[src/design/assert_macros.svh]
// Assertion helpers used by the top-level RTL file.
`ifndef ASSERT_MACROS_SVH
`define ASSERT_MACROS_SVH

// Condition must never be true outside reset.
`define MSW_ASSERT_NEVER(lbl, clk, rstn, cond) \
    lbl: assert property (@(posedge clk) disable iff (!rstn) !(cond)) \
        else $error("assertion failed");

// Antecedent in one cycle implies consequent in the next.
`define MSW_ASSERT_NEXT(lbl, clk, rstn, ante, cons) \
    lbl: assert property (@(posedge clk) disable iff (!rstn) (ante) |=> (cons)) \
        else $error("assertion failed");

`endif

[src/design/msw_pkg.sv]
// ----------------------------------------------------------------------------
// msw_pkg
// Shared types and constants of the multi-scale window scanner.
// ----------------------------------------------------------------------------
package msw_pkg;

    localparam int CFG_IDX_W  = 3;
    localparam int CFG_DATA_W = 13;
    localparam int FRAME_W    = 13;
    localparam int BOX_W      = 13;
    localparam int SCALE_W    = 5;
    localparam int MINWIN_W   = 12;

    localparam logic [CFG_IDX_W-1:0] REG_FRAME_WIDTH  = 3'd0;
    localparam logic [CFG_IDX_W-1:0] REG_FRAME_HEIGHT = 3'd1;
    localparam logic [CFG_IDX_W-1:0] REG_BOX_WIDTH    = 3'd2;
    localparam logic [CFG_IDX_W-1:0] REG_BOX_HEIGHT   = 3'd3;
    localparam logic [CFG_IDX_W-1:0] REG_MAX_SCALE    = 3'd4;
    localparam logic [CFG_IDX_W-1:0] REG_MIN_WINDOW   = 3'd5;

    localparam logic [3:0] DIV_BY_5  = 4'd5;
    localparam logic [3:0] DIV_BY_6  = 4'd6;
    localparam logic [3:0] DIV_BY_10 = 4'd10;

    typedef struct packed {
        logic ld_start;
        logic adv;
        logic shr_go;
        logic shr_ld;
        logic grow_go;
        logic grow_ld;
        logic step_go;
        logic step_ld;
        logic emit;
    } dp_cmd_t;

    typedef struct packed {
        logic shr_cont;
        logic wrap_y;
        logic div_done;
        logic out_free;
    } dp_stat_t;

endpackage

[src/design/msw_cdiv.sv]
// ----------------------------------------------------------------------------
// msw_cdiv
// Divider by a small constant through a reciprocal multiply; operands and quotient are registered.
// ----------------------------------------------------------------------------
module msw_cdiv #(
    parameter int DW = 24
) (
    input  logic          aclk,
    input  logic          aresetn,
    input  logic          start,
    input  logic [DW-1:0] dividend,
    input  logic [3:0]    divisor,
    output logic          done,
    output logic [DW-1:0] quotient
);
    // Reciprocals are rounded up with DW+4 fraction bits; the rounding error
    // stays below the divisor, so floor(x * rcp >> SH) is exact for any DW-bit x.
    localparam int SH = DW + 4;
    localparam int MW = DW + 2;
    localparam int PW = DW + MW;

    localparam logic [MW-1:0] RCP_5  = MW'(((64'd1 << SH) + 64'd4) / 64'd5);
    localparam logic [MW-1:0] RCP_6  = MW'(((64'd1 << SH) + 64'd5) / 64'd6);
    localparam logic [MW-1:0] RCP_10 = MW'(((64'd1 << SH) + 64'd9) / 64'd10);

    logic [DW-1:0] dvd_reg;
    logic [MW-1:0] rcp_reg, rcp;
    logic [PW-1:0] prod;
    logic [DW-1:0] q_reg;
    logic          mul_reg, done_reg;

    always_comb begin
        unique case (divisor)
            msw_pkg::DIV_BY_5:  rcp = RCP_5;
            msw_pkg::DIV_BY_6:  rcp = RCP_6;
            msw_pkg::DIV_BY_10: rcp = RCP_10;
            default:            rcp = '0;
        endcase
        prod = PW'(dvd_reg) * PW'(rcp_reg);
    end

    always_ff @(posedge aclk) begin
        if (!aresetn) begin
            mul_reg  <= 1'b0;
            done_reg <= 1'b0;
        end else begin
            mul_reg  <= start;
            done_reg <= mul_reg;
        end
    end

    always_ff @(posedge aclk) begin
        if (start) begin
            dvd_reg <= dividend;
            rcp_reg <= rcp;
        end
        if (mul_reg) begin
            q_reg <= DW'(prod[PW-1:SH]);
        end
    end

    assign done     = done_reg;
    assign quotient = q_reg;

endmodule

[src/design/msw_dp.sv]
// ----------------------------------------------------------------------------
// msw_dp
// Window scanner datapath: config registers, scan state, dividers, output word.
// ----------------------------------------------------------------------------
module msw_dp #(
    parameter int COORD_BITS = 12,
    parameter int FRAC_BITS  = 8,
    parameter int COUNT_BITS = 24
) (
    input  logic                               aclk,
    input  logic                               aresetn,
    input  msw_pkg::dp_cmd_t                   cmd,
    output msw_pkg::dp_stat_t                  stat,
    input  logic                               cfg_we,
    input  logic [msw_pkg::CFG_IDX_W-1:0]      cfg_index,
    input  logic [msw_pkg::CFG_DATA_W-1:0]     cfg_data,
    input  logic                               m_tready,
    output logic                               m_tvalid,
    output logic                               o_box_valid,
    output logic [COUNT_BITS-1:0]              o_box_id,
    output logic [COORD_BITS-1:0]              o_left_x,
    output logic [COORD_BITS-1:0]              o_top_y,
    output logic [COORD_BITS:0]                o_right_x,
    output logic [COORD_BITS:0]                o_bottom_y,
    output logic                               o_more
);
    localparam int WIN_W  = COORD_BITS + 1 + FRAC_BITS;
    localparam int RND_W  = COORD_BITS + 2;
    localparam int DIV_W  = WIN_W + 3;
    localparam int FRM_W  = msw_pkg::FRAME_W + FRAC_BITS;
    localparam int MWF_W  = msw_pkg::MINWIN_W + FRAC_BITS;
    localparam int CMP_W  = ((WIN_W > MWF_W) ? WIN_W : MWF_W) + 3;
    localparam int HM_W   = ((WIN_W > FRM_W) ? WIN_W : FRM_W) + 1;
    localparam int LIM_W  = ((FRM_W > RND_W + FRAC_BITS) ? FRM_W : RND_W + FRAC_BITS) + 2;
    localparam int BOXF_W = msw_pkg::BOX_W + FRAC_BITS + WIN_W;

    localparam logic [WIN_W-1:0] ONE_FX  = WIN_W'(1) << FRAC_BITS;
    localparam logic [WIN_W-1:0] TWO_FX  = WIN_W'(2) << FRAC_BITS;
    localparam logic [WIN_W:0]   HALF_FX = (WIN_W + 1)'(1) << (FRAC_BITS - 1);
    localparam logic [WIN_W-1:0] WIN_MAX = '1;

    // configuration
    logic [msw_pkg::FRAME_W-1:0]  frame_w_reg, frame_h_reg;
    logic [msw_pkg::BOX_W-1:0]    box_w_reg, box_h_reg;
    logic [msw_pkg::SCALE_W-1:0]  max_scale_reg;
    logic [msw_pkg::MINWIN_W-1:0] min_win_reg;

    // scan state
    logic [WIN_W-1:0]             win_w_reg, win_h_reg, pos_x_reg, pos_y_reg;
    logic [WIN_W-1:0]             step_x_reg, step_y_reg;
    logic signed [LIM_W-1:0]      lim_x_reg, lim_y_reg;
    logic [msw_pkg::SCALE_W-1:0]  scales_reg, shr_n_reg;
    logic [COUNT_BITS-1:0]        count_reg;

    // held result fields
    logic                         h_valid_reg;
    logic [COUNT_BITS-1:0]        h_id_reg;
    logic [COORD_BITS-1:0]        h_left_reg, h_top_reg;
    logic [COORD_BITS:0]          h_right_reg, h_bottom_reg;

    logic                         out_valid_reg;

    logic [FRM_W-1:0]             frame_w_fx, frame_h_fx;
    logic [MWF_W-1:0]             min_fx;
    logic [CMP_W-1:0]             w5, h5, lim6;
    logic [WIN_W:0]               rsum_w, rsum_h, rsum_px, rsum_py, rsum_r, rsum_b;
    logic [RND_W-1:0]             rw, rh;
    logic [WIN_W:0]               nx, ny;
    logic                         wrap_x, wrap_y, has_more;
    logic [COORD_BITS-1:0]        f_left, f_top;
    logic [COORD_BITS:0]          f_right, f_bottom;
    logic [BOXF_W-1:0]            box_w_fx, box_h_fx;

    logic                         div_go, done_w, done_h;
    logic [DIV_W-1:0]             dvd_w, dvd_h, q_w, q_h;
    logic [3:0]                   dvsr;
    logic [WIN_W-1:0]             grow_w, grow_h;

    always_comb begin
        frame_w_fx = {frame_w_reg, {FRAC_BITS{1'b0}}};
        frame_h_fx = {frame_h_reg, {FRAC_BITS{1'b0}}};
        min_fx     = {min_win_reg, {FRAC_BITS{1'b0}}};
        w5   = CMP_W'({win_w_reg, 2'b00}) + CMP_W'(win_w_reg);
        h5   = CMP_W'({win_h_reg, 2'b00}) + CMP_W'(win_h_reg);
        lim6 = CMP_W'({min_fx, 2'b00}) + CMP_W'({min_fx, 1'b0});

        rsum_w = (WIN_W + 1)'(win_w_reg) + HALF_FX;
        rsum_h = (WIN_W + 1)'(win_h_reg) + HALF_FX;
        rw     = rsum_w[WIN_W:FRAC_BITS];
        rh     = rsum_h[WIN_W:FRAC_BITS];

        rsum_px = (WIN_W + 1)'(pos_x_reg) + HALF_FX;
        rsum_py = (WIN_W + 1)'(pos_y_reg) + HALF_FX;
        rsum_r  = (WIN_W + 1)'(pos_x_reg) + (WIN_W + 1)'(win_w_reg)
                  - (WIN_W + 1)'(ONE_FX) + HALF_FX;
        rsum_b  = (WIN_W + 1)'(pos_y_reg) + (WIN_W + 1)'(win_h_reg)
                  - (WIN_W + 1)'(ONE_FX) + HALF_FX;
        f_left   = rsum_px[FRAC_BITS +: COORD_BITS];
        f_top    = rsum_py[FRAC_BITS +: COORD_BITS];
        f_right  = rsum_r[FRAC_BITS +: COORD_BITS + 1];
        f_bottom = rsum_b[FRAC_BITS +: COORD_BITS + 1];

        nx     = (WIN_W + 1)'(pos_x_reg) + (WIN_W + 1)'(step_x_reg);
        ny     = (WIN_W + 1)'(pos_y_reg) + (WIN_W + 1)'(step_y_reg);
        wrap_x = $signed(LIM_W'(nx)) > lim_x_reg;
        wrap_y = wrap_x && ($signed(LIM_W'(ny)) > lim_y_reg);

        has_more = (HM_W'(win_w_reg) < HM_W'(frame_w_fx)) &&
                   (HM_W'(win_h_reg) < HM_W'(frame_h_fx)) && (scales_reg != '0);

        box_w_fx = BOXF_W'(box_w_reg) << FRAC_BITS;
        box_h_fx = BOXF_W'(box_h_reg) << FRAC_BITS;

        grow_w = (q_w > DIV_W'(WIN_MAX)) ? WIN_MAX : q_w[WIN_W-1:0];
        grow_h = (q_h > DIV_W'(WIN_MAX)) ? WIN_MAX : q_h[WIN_W-1:0];
    end

    // divider operand select
    always_comb begin
        div_go = cmd.shr_go || cmd.grow_go || cmd.step_go;
        if (cmd.shr_go) begin
            dvd_w = DIV_W'(w5);
            dvd_h = DIV_W'(h5);
            dvsr  = msw_pkg::DIV_BY_6;
        end else if (cmd.grow_go) begin
            dvd_w = DIV_W'({win_w_reg, 2'b00}) + DIV_W'({win_w_reg, 1'b0});
            dvd_h = DIV_W'({win_h_reg, 2'b00}) + DIV_W'({win_h_reg, 1'b0});
            dvsr  = msw_pkg::DIV_BY_5;
        end else begin
            dvd_w = DIV_W'({rw, {FRAC_BITS{1'b0}}});
            dvd_h = DIV_W'({rh, {FRAC_BITS{1'b0}}});
            dvsr  = msw_pkg::DIV_BY_10;
        end
    end

    msw_cdiv #(.DW(DIV_W)) u_div_w (
        .aclk(aclk), .aresetn(aresetn), .start(div_go), .dividend(dvd_w),
        .divisor(dvsr), .done(done_w), .quotient(q_w)
    );

    msw_cdiv #(.DW(DIV_W)) u_div_h (
        .aclk(aclk), .aresetn(aresetn), .start(div_go), .dividend(dvd_h),
        .divisor(dvsr), .done(done_h), .quotient(q_h)
    );

    always_comb begin
        stat.shr_cont = (w5 > lim6) && (h5 > lim6) && (shr_n_reg < max_scale_reg);
        stat.wrap_y   = wrap_y;
        stat.div_done = done_w && done_h;
        stat.out_free = !out_valid_reg || m_tready;
    end

    // config and scan state
    always_ff @(posedge aclk) begin
        if (!aresetn) begin
            frame_w_reg   <= msw_pkg::FRAME_W'(320);
            frame_h_reg   <= msw_pkg::FRAME_W'(240);
            box_w_reg     <= msw_pkg::BOX_W'(32);
            box_h_reg     <= msw_pkg::BOX_W'(32);
            max_scale_reg <= msw_pkg::SCALE_W'(10);
            min_win_reg   <= msw_pkg::MINWIN_W'(24);
            win_w_reg     <= '0;
            win_h_reg     <= '0;
            pos_x_reg     <= TWO_FX;
            pos_y_reg     <= TWO_FX;
            step_x_reg    <= '0;
            step_y_reg    <= '0;
            lim_x_reg     <= '0;
            lim_y_reg     <= '0;
            scales_reg    <= '0;
            shr_n_reg     <= '0;
            count_reg     <= '0;
        end else begin
            if (cfg_we) begin
                unique case (cfg_index)
                    msw_pkg::REG_FRAME_WIDTH:  frame_w_reg   <= cfg_data;
                    msw_pkg::REG_FRAME_HEIGHT: frame_h_reg   <= cfg_data;
                    msw_pkg::REG_BOX_WIDTH:    box_w_reg     <= cfg_data;
                    msw_pkg::REG_BOX_HEIGHT:   box_h_reg     <= cfg_data;
                    msw_pkg::REG_MAX_SCALE:    max_scale_reg <= cfg_data[msw_pkg::SCALE_W-1:0];
                    msw_pkg::REG_MIN_WINDOW:   min_win_reg   <= cfg_data[msw_pkg::MINWIN_W-1:0];
                    default: ;
                endcase
            end
            if (cmd.ld_start) begin
                win_w_reg  <= box_w_fx[WIN_W-1:0];
                win_h_reg  <= box_h_fx[WIN_W-1:0];
                pos_x_reg  <= TWO_FX;
                pos_y_reg  <= TWO_FX;
                scales_reg <= max_scale_reg;
                shr_n_reg  <= '0;
                count_reg  <= '0;
            end
            if (cmd.adv) begin
                count_reg <= count_reg + 1'b1;
                if (wrap_x) begin
                    pos_x_reg <= TWO_FX;
                    pos_y_reg <= wrap_y ? TWO_FX : ny[WIN_W-1:0];
                end else begin
                    pos_x_reg <= nx[WIN_W-1:0];
                end
            end
            if (cmd.shr_ld) begin
                win_w_reg <= q_w[WIN_W-1:0];
                win_h_reg <= q_h[WIN_W-1:0];
                shr_n_reg <= shr_n_reg + 1'b1;
            end
            if (cmd.grow_ld) begin
                win_w_reg <= grow_w;
                win_h_reg <= grow_h;
                if (scales_reg != '0) begin
                    scales_reg <= scales_reg - 1'b1;
                end
            end
            if (cmd.step_ld) begin
                step_x_reg <= (q_w < q_h) ? q_w[WIN_W-1:0] : q_h[WIN_W-1:0];
                step_y_reg <= q_h[WIN_W-1:0];
                lim_x_reg  <= $signed(LIM_W'(frame_w_fx)) - $signed(LIM_W'({rw, {FRAC_BITS{1'b0}}}))
                              - $signed(LIM_W'(ONE_FX));
                lim_y_reg  <= $signed(LIM_W'(frame_h_fx)) - $signed(LIM_W'({rh, {FRAC_BITS{1'b0}}}))
                              - $signed(LIM_W'(ONE_FX));
            end
        end
    end

    // held fields for results that finish later
    always_ff @(posedge aclk) begin
        if (cmd.ld_start) begin
            h_valid_reg  <= 1'b0;
            h_id_reg     <= '0;
            h_left_reg   <= '0;
            h_top_reg    <= '0;
            h_right_reg  <= '0;
            h_bottom_reg <= '0;
        end else if (cmd.adv) begin
            h_valid_reg  <= 1'b1;
            h_id_reg     <= count_reg;
            h_left_reg   <= f_left;
            h_top_reg    <= f_top;
            h_right_reg  <= f_right;
            h_bottom_reg <= f_bottom;
        end
    end

    // output word
    always_ff @(posedge aclk) begin
        if (!aresetn) begin
            out_valid_reg <= 1'b0;
        end else if (cmd.emit || (cmd.adv && !wrap_y)) begin
            out_valid_reg <= 1'b1;
        end else if (m_tready) begin
            out_valid_reg <= 1'b0;
        end
    end

    always_ff @(posedge aclk) begin
        if (cmd.emit) begin
            o_box_valid <= h_valid_reg;
            o_box_id    <= h_id_reg;
            o_left_x    <= h_left_reg;
            o_top_y     <= h_top_reg;
            o_right_x   <= h_right_reg;
            o_bottom_y  <= h_bottom_reg;
            o_more      <= has_more;
        end else if (cmd.adv && !wrap_y) begin
            o_box_valid <= 1'b1;
            o_box_id    <= count_reg;
            o_left_x    <= f_left;
            o_top_y     <= f_top;
            o_right_x   <= f_right;
            o_bottom_y  <= f_bottom;
            o_more      <= has_more;
        end
    end

    assign m_tvalid = out_valid_reg;

endmodule

[src/design/msw_ctrl.sv]
// ----------------------------------------------------------------------------
// msw_ctrl
// Window scanner sequencer: restart shrink loop, scale growth, step setup.
// ----------------------------------------------------------------------------
module msw_ctrl (
    input  logic              aclk,
    input  logic              aresetn,
    input  logic              s_tvalid,
    input  logic              restart,
    output logic              s_tready,
    input  msw_pkg::dp_stat_t stat,
    output msw_pkg::dp_cmd_t  cmd
);
    typedef enum logic [2:0] {
        ST_IDLE,
        ST_SHR_TEST,
        ST_SHR_WAIT,
        ST_GROW_WAIT,
        ST_STEP_GO,
        ST_STEP_WAIT,
        ST_EMIT
    } state_t;

    state_t state_reg, state_next;
    logic   accept;

    assign s_tready = (state_reg == ST_IDLE) && stat.out_free;
    assign accept   = s_tvalid && s_tready;

    always_comb begin
        cmd        = '0;
        state_next = state_reg;
        unique case (state_reg)
            ST_IDLE: begin
                if (accept) begin
                    if (restart) begin
                        cmd.ld_start = 1'b1;
                        state_next   = ST_SHR_TEST;
                    end else begin
                        cmd.adv = 1'b1;
                        if (stat.wrap_y) begin
                            cmd.grow_go = 1'b1;
                            state_next  = ST_GROW_WAIT;
                        end
                    end
                end
            end
            ST_SHR_TEST: begin
                if (stat.shr_cont) begin
                    cmd.shr_go = 1'b1;
                    state_next = ST_SHR_WAIT;
                end else begin
                    cmd.step_go = 1'b1;
                    state_next  = ST_STEP_WAIT;
                end
            end
            ST_SHR_WAIT: begin
                if (stat.div_done) begin
                    cmd.shr_ld = 1'b1;
                    state_next = ST_SHR_TEST;
                end
            end
            ST_GROW_WAIT: begin
                if (stat.div_done) begin
                    cmd.grow_ld = 1'b1;
                    state_next  = ST_STEP_GO;
                end
            end
            ST_STEP_GO: begin
                cmd.step_go = 1'b1;
                state_next  = ST_STEP_WAIT;
            end
            ST_STEP_WAIT: begin
                if (stat.div_done) begin
                    cmd.step_ld = 1'b1;
                    state_next  = ST_EMIT;
                end
            end
            ST_EMIT: begin
                if (stat.out_free) begin
                    cmd.emit   = 1'b1;
                    state_next = ST_IDLE;
                end
            end
            default: state_next = ST_IDLE;
        endcase
    end

    always_ff @(posedge aclk) begin
        if (!aresetn) begin
            state_reg <= ST_IDLE;
        end else begin
            state_reg <= state_next;
        end
    end

endmodule

[src/design/multi_scale_window_scanner.sv]
// ----------------------------------------------------------------------------
// multi_scale_window_scanner
// Raster scan of detection windows over a frame at several scales.
// ----------------------------------------------------------------------------
// Input word (s_tdata[0] = restart): 1 restarts the scan from the config
// registers and returns an acknowledge word (m_tuser = 0); 0 returns the next
// window (m_tuser = 1) with its id, rounded corners and a more-windows flag.
// Config writes (cfg_valid/cfg_index/cfg_data) are always taken; write them
// only while no word is in flight.
// Sequencing: an advance inside a raster gives its word in the cycle after it
// is taken, and the next word can be taken in the next cycle if the receiver
// takes that word. An advance that ends a raster runs a grow division and then
// a step division before its word is emitted, and no input is taken meanwhile.
// A restart runs its shrink divisions and a step division before its
// acknowledge word, shrinks <= max_scale. The reciprocal dividers set the waits.
// The output register holds one word; a new word is taken while it waits
// only if the receiver takes it in the same cycle. While m_tready is low the
// word holds and no input is taken.
// Reset (aresetn low, synchronous) restores the config defaults, clears the
// scan state and drops m_tvalid.
// ----------------------------------------------------------------------------
`include "assert_macros.svh"

module multi_scale_window_scanner #(
    parameter int COORD_BITS = 12,
    parameter int FRAC_BITS  = 8,
    parameter int COUNT_BITS = 24
) (
    input  logic                                      aclk,
    input  logic                                      aresetn,
    // s_tdata: [0] restart
    input  logic [7:0]                                s_tdata,
    input  logic                                      s_tvalid,
    output logic                                      s_tready,
    input  logic                                      cfg_valid,
    output logic                                      cfg_ready,
    input  logic [msw_pkg::CFG_IDX_W-1:0]             cfg_index,
    input  logic [msw_pkg::CFG_DATA_W-1:0]            cfg_data,
    // m_tdata: box_id, left_x, top_y, right_x, bottom_y, more_windows, zero pad
    output logic [((COUNT_BITS+4*COORD_BITS+3+7)/8)*8-1:0] m_tdata,
    // m_tuser: [0] box_valid
    output logic                                      m_tuser,
    output logic                                      m_tvalid,
    input  logic                                      m_tready
);
    localparam int PAY_W = COUNT_BITS + 4 * COORD_BITS + 3;
    localparam int OUT_W = ((PAY_W + 7) / 8) * 8;

    msw_pkg::dp_cmd_t  cmd;
    msw_pkg::dp_stat_t stat;

    logic [COUNT_BITS-1:0] box_id;
    logic [COORD_BITS-1:0] left_x, top_y;
    logic [COORD_BITS:0]   right_x, bottom_y;
    logic                  more;

    assign cfg_ready = 1'b1;

    msw_ctrl u_ctrl (
        .aclk(aclk), .aresetn(aresetn), .s_tvalid(s_tvalid), .restart(s_tdata[0]),
        .s_tready(s_tready), .stat(stat), .cmd(cmd)
    );

    msw_dp #(
        .COORD_BITS(COORD_BITS), .FRAC_BITS(FRAC_BITS), .COUNT_BITS(COUNT_BITS)
    ) u_dp (
        .aclk(aclk), .aresetn(aresetn), .cmd(cmd), .stat(stat),
        .cfg_we(cfg_valid), .cfg_index(cfg_index), .cfg_data(cfg_data),
        .m_tready(m_tready), .m_tvalid(m_tvalid), .o_box_valid(m_tuser),
        .o_box_id(box_id), .o_left_x(left_x), .o_top_y(top_y),
        .o_right_x(right_x), .o_bottom_y(bottom_y), .o_more(more)
    );

    assign m_tdata = OUT_W'({more, bottom_y, right_x, top_y, left_x, box_id});

    // an input word never enters while a result is stalled
    `MSW_ASSERT_NEVER(a_no_take_on_stall, aclk, aresetn,
        s_tvalid && s_tready && m_tvalid && !m_tready)
    // a restart always runs the shrink sequencer before the next word
    `MSW_ASSERT_NEXT(a_restart_busy, aclk, aresetn,
        s_tvalid && s_tready && s_tdata[0], !s_tready)

endmodule

[config.mk]
export PLATFORM = sky130hd
export DESIGN_NAME = multi_scale_window_scanner
export DESIGN_NICKNAME = d
export VERILOG_FILES = /design/src/design/msw_pkg.sv /design/src/design/msw_cdiv.sv /design/src/design/msw_dp.sv /design/src/design/msw_ctrl.sv /design/src/design/multi_scale_window_scanner.sv
export VERILOG_INCLUDE_DIRS = /design/src /design/src/design
export SDC_FILE = /design/constraint.sdc
export NUM_CORES = 2
export LEC_CHECK = 0
export BUFFER_PORTS_ARGS = -buffer_cell sky130_fd_sc_hd__clkbuf_2
export CORE_MARGIN = 5
export CORE_UTILIZATION = 52
export CTS_CLUSTER_SIZE = 24
export DETAILED_ROUTE_END_ITERATION = 10
export GPL_ROUTABILITY_DRIVEN = 0
export PLACE_DENSITY = 0.68
export SLEW_MARGIN = 20
export SYNTH_ARGS = -nofsm -noshare
export SYNTH_HDL_FRONTEND = slang
export SYNTH_SLANG_ARGS = --single-unit
[constraint.sdc]
create_clock -name aclk -period 16 [get_ports aclk]
set_clock_uncertainty 0.15 [all_clocks]
set_input_delay 0.8 -clock aclk [delete_from_list [all_inputs] [get_ports aclk]]
set_output_delay 0.8 -clock aclk [all_outputs]
set_load 0.05 [all_outputs]
==> impl_metrics.env <==
export IMPL_worst_path_dominant_cell_family="adder cells"
export IMPL_synth_cells=6015
export IMPL_worstPathRequired_ns=16.22
export IMPL_grt_pass1_wl_um=233000
export IMPL_portBuffers=99
export IMPL_start_util_pct=52.2
export IMPL_crit_path_top_delay_cell="o21ai_0"
export IMPL_worstPathMaxFanout=50
export IMPL_setup_viol=0
export IMPL_tightest_slew_ns=1.04
export IMPL_path_class="reg -> reg"
export IMPL_rr_endpoint="u_dp.u_div_w.quotient[18]"
export IMPL_rsz0062_at_grt="false"
export IMPL_finalNetCount=7326
export IMPL_clk_pin_slew_ns=0.06
export IMPL_die_w_um=332
export IMPL_synth_seq_cells=515
export IMPL_layout_setup_ws_ns=7.39
export IMPL_grt_use_total_pct=26.5
export IMPL_seq_area_frac_synth_pct=22.3
export IMPL_synth_distinct_cells=103
export IMPL_via_per_inst=5.65
export IMPL_n_antenna_cell=0
export IMPL_wl_per_cell_um=19.8
export IMPL_route_detailed_drc=0
export IMPL_cts_tree="done"
export IMPL_cts_max_level=2
export IMPL_r2r_slack_ns=7.39
export IMPL_hpwlAfterDp_um=119000
export IMPL_grt_ovfl_total=0
export IMPL_cp_depth=23
export IMPL_fp_row_count=118
export IMPL_max_freq_ghz=0.116
export IMPL_cap_viol_max_count=0
export IMPL_relSlewSlack_pct=30.5
export IMPL_die_y_um=332
export IMPL_clockBufferDepth=3
export IMPL_cts_repair_resized=0
export IMPL_first_pass_iters=6
export IMPL_synthFlopType="dfxtp_1"
export IMPL_grt_max_degree=115
export IMPL_ys_warnings_count=0
export IMPL_root_buffer="clkbuf_16"
export IMPL_grt_antenna_before_repair=6
export IMPL_drive_gt1_share_pct=4.79
export IMPL_drt_iter0_drc=3468
export IMPL_cts_buffers=54
export IMPL_synth_enable_flop_cells=173
export IMPL_path_cells="buf_4 > and2_1 > fa_1 > fa_1 > fa_1 > inv_1 > fa_1 > inv_1 > fa_1 > fa_1 > inv_1 > fa_1 > inv_1 > ha_1 > and4_1 > o21ai_0 > a211oi_1 > a211oi_1 > o21ai_0 > nand2_1 > o31ai_1 > a21oi_1 > xnor2_1"
export IMPL_synthToLayoutAreaGrowth_pct=6.61
export IMPL_final_max_slew_viol_count=0
export IMPL_critical_path_endpoint="u_dp.u_div_w.quotient[18]"
export IMPL_worst_setup_path_start_kind="register"
export IMPL_coreArea_mm2=0.103
export IMPL_clkLatencyLatePin_ns=0.64
export IMPL_hold_violations=0
export IMPL_dp_slack_ns=7.46
export IMPL_worstPathArrival_ns=8.84
export IMPL_cpPeakStageDelay_ns=0.69
export IMPL_clock_sinks=515
export IMPL_grt_pass1_vias=41900
export IMPL_synth_avg_cell_area_um2=8.97
export IMPL_async_reset_ff_share_pct=0
export IMPL_post_cts_setup_buffers=0
export IMPL_min_period_ns=8.61
export IMPL_hp_class="reg -> reg"
export IMPL_critPathLaunch="u_dp.u_div_w.rcp_reg[23]"
export IMPL_io_pins=113
export IMPL_drt_total_wl_um=147000
export IMPL_vias=42100
export IMPL_cts_hold_fix_buffers=0
export IMPL_rr_worst_depth=23
export IMPL_crit_top_cell="fa_1"
export IMPL_r2r_start="u_dp.u_div_w.rcp_reg[23]"
export IMPL_die_area_mm2=0.110
export IMPL_status="finished, final reports clean"
export IMPL_post_route_period_util_pct=53.8
export IMPL_syn_cell_area_mm2=0.0540
export IMPL_worst_setup_path_end_kind="register"
export IMPL_antenna_left=0
export IMPL_crit_buf_inv=5
export IMPL_fin_setup_tns_ns=0
## layout by cell type (no fill, tap or decap), types with 94 or more instances in the layout
cell type,netlist,layout
inv_1,1075,1074
xnor2_1,180,180
nor2_1,286,284
edfxtp_1,173,173
a21oi_1,331,331
dfxtp_1,342,341
clkbuf_2,0,99
o21ai_0,208,206
nand2_1,684,683
fa_1,543,543
xor2_1,94,94
and2_1,158,157
ha_1,727,727
nand3_1,106,106
## metrics by stage
stage	instance area, µm²	hold slack, ns	util, %	std cells
floorplan	54000	0.265	-	6019
global placement	55800	0.273	54.0	7351
detailed placement	55800	0.279	54.0	7351
CTS	57500	0.287	55.7	7452
global route	57500	0.301	55.7	7452
finish	57500	0.285	55.7	7452
## logic make-up after synthesis
logic type	count (synthesis)	share of synthesized area, %
and+or+nand+nor	1585	13.7
DFF	515	22.3
buffers and inverters	1255	8.83
AOI/OAI and AO/OA	1082	13.0
other	2	0.0139
muxes	31	0.589
xor gates and xnor gates	275	4.48
adders and majority gates	1270	37.0
## synthesized netlist by cell type (25+ instances only)
library cell	n	area share, %
a22oi_1	36	0.50
nor2b_1	46	0.53
and3_1	40	0.46
a211oi_1	53	0.74
clkbuf_1	151	1.1
edfxtp_1	173	9.6
a21o_1	82	1.1
a31oi_1	48	0.56
a21oi_1	331	3.1
nand3b_1	30	0.42
xor2_1	94	1.5
mux2i_1	25	0.46
nand4_1	33	0.38
nor2_1	286	2.0
nand2b_1	39	0.45
nand3_1	106	0.98
o21ai_0	208	1.9
fa_1	543	20
inv_1	1075	7.5
nor3_1	76	0.70
ha_1	727	17
o21a_1	47	0.65
nand2_1	684	4.8
xnor2_1	180	2.9
dfxtp_1	342	13
and2_1	158	1.8
## metal layers
layer | GRT usage [%] | vias up | share of wire (%)
met1 | 35.9 | 20400 | 43
met5 | 0 | - | 0.031
li1 | - | 20000 | -
met4 | 9.15 | 6 | 4.0
met2 | 43.0 | 1429 | 45
met3 | 4.70 | 282 | 7.8
## area by class of cell
cell class | instances | area [µm²]
Fill cell | 9321 | 45800
Multi-Input combinational cell | 4249 | 37200
Sequential cell | 515 | 12000
Inverter | 1078 | 4050
Tap cell | 1380 | 1730
Clock buffer | 87 | 1630
Timing Repair Buffer | 129 | 721
Clock inverter | 14 | 123
## tightest hold or removal path, delay by kind of cell, from the launching register on
kind             cells  cell delay, ns
flip-flops           1            0.31
AND/OR/NAND/NOR      2            0.09
## how the worst min path moves through the flow
stage	startpoint	end	slack [ns]	depth (start not counted)
after floorplan	u_dp.h_id_reg[0]	u_dp.h_id_reg[0]	0.27	2
after global placement	u_dp.h_id_reg[6]	u_dp.h_id_reg[6]	0.27	2
after detailed placement	u_dp.h_id_reg[15]	u_dp.h_id_reg[15]	0.28	2
after CTS	u_dp.h_id_reg[16]	u_dp.h_id_reg[16]	0.29	2
after global routing	u_dp.h_id_reg[19]	u_dp.h_id_reg[19]	0.30	2
final	u_dp.h_id_reg[18]	u_dp.h_id_reg[18]	0.28	2
Power is not shown: default switching activity piles up to over one toggle a cycle in this logic, so the estimate is an artifact.
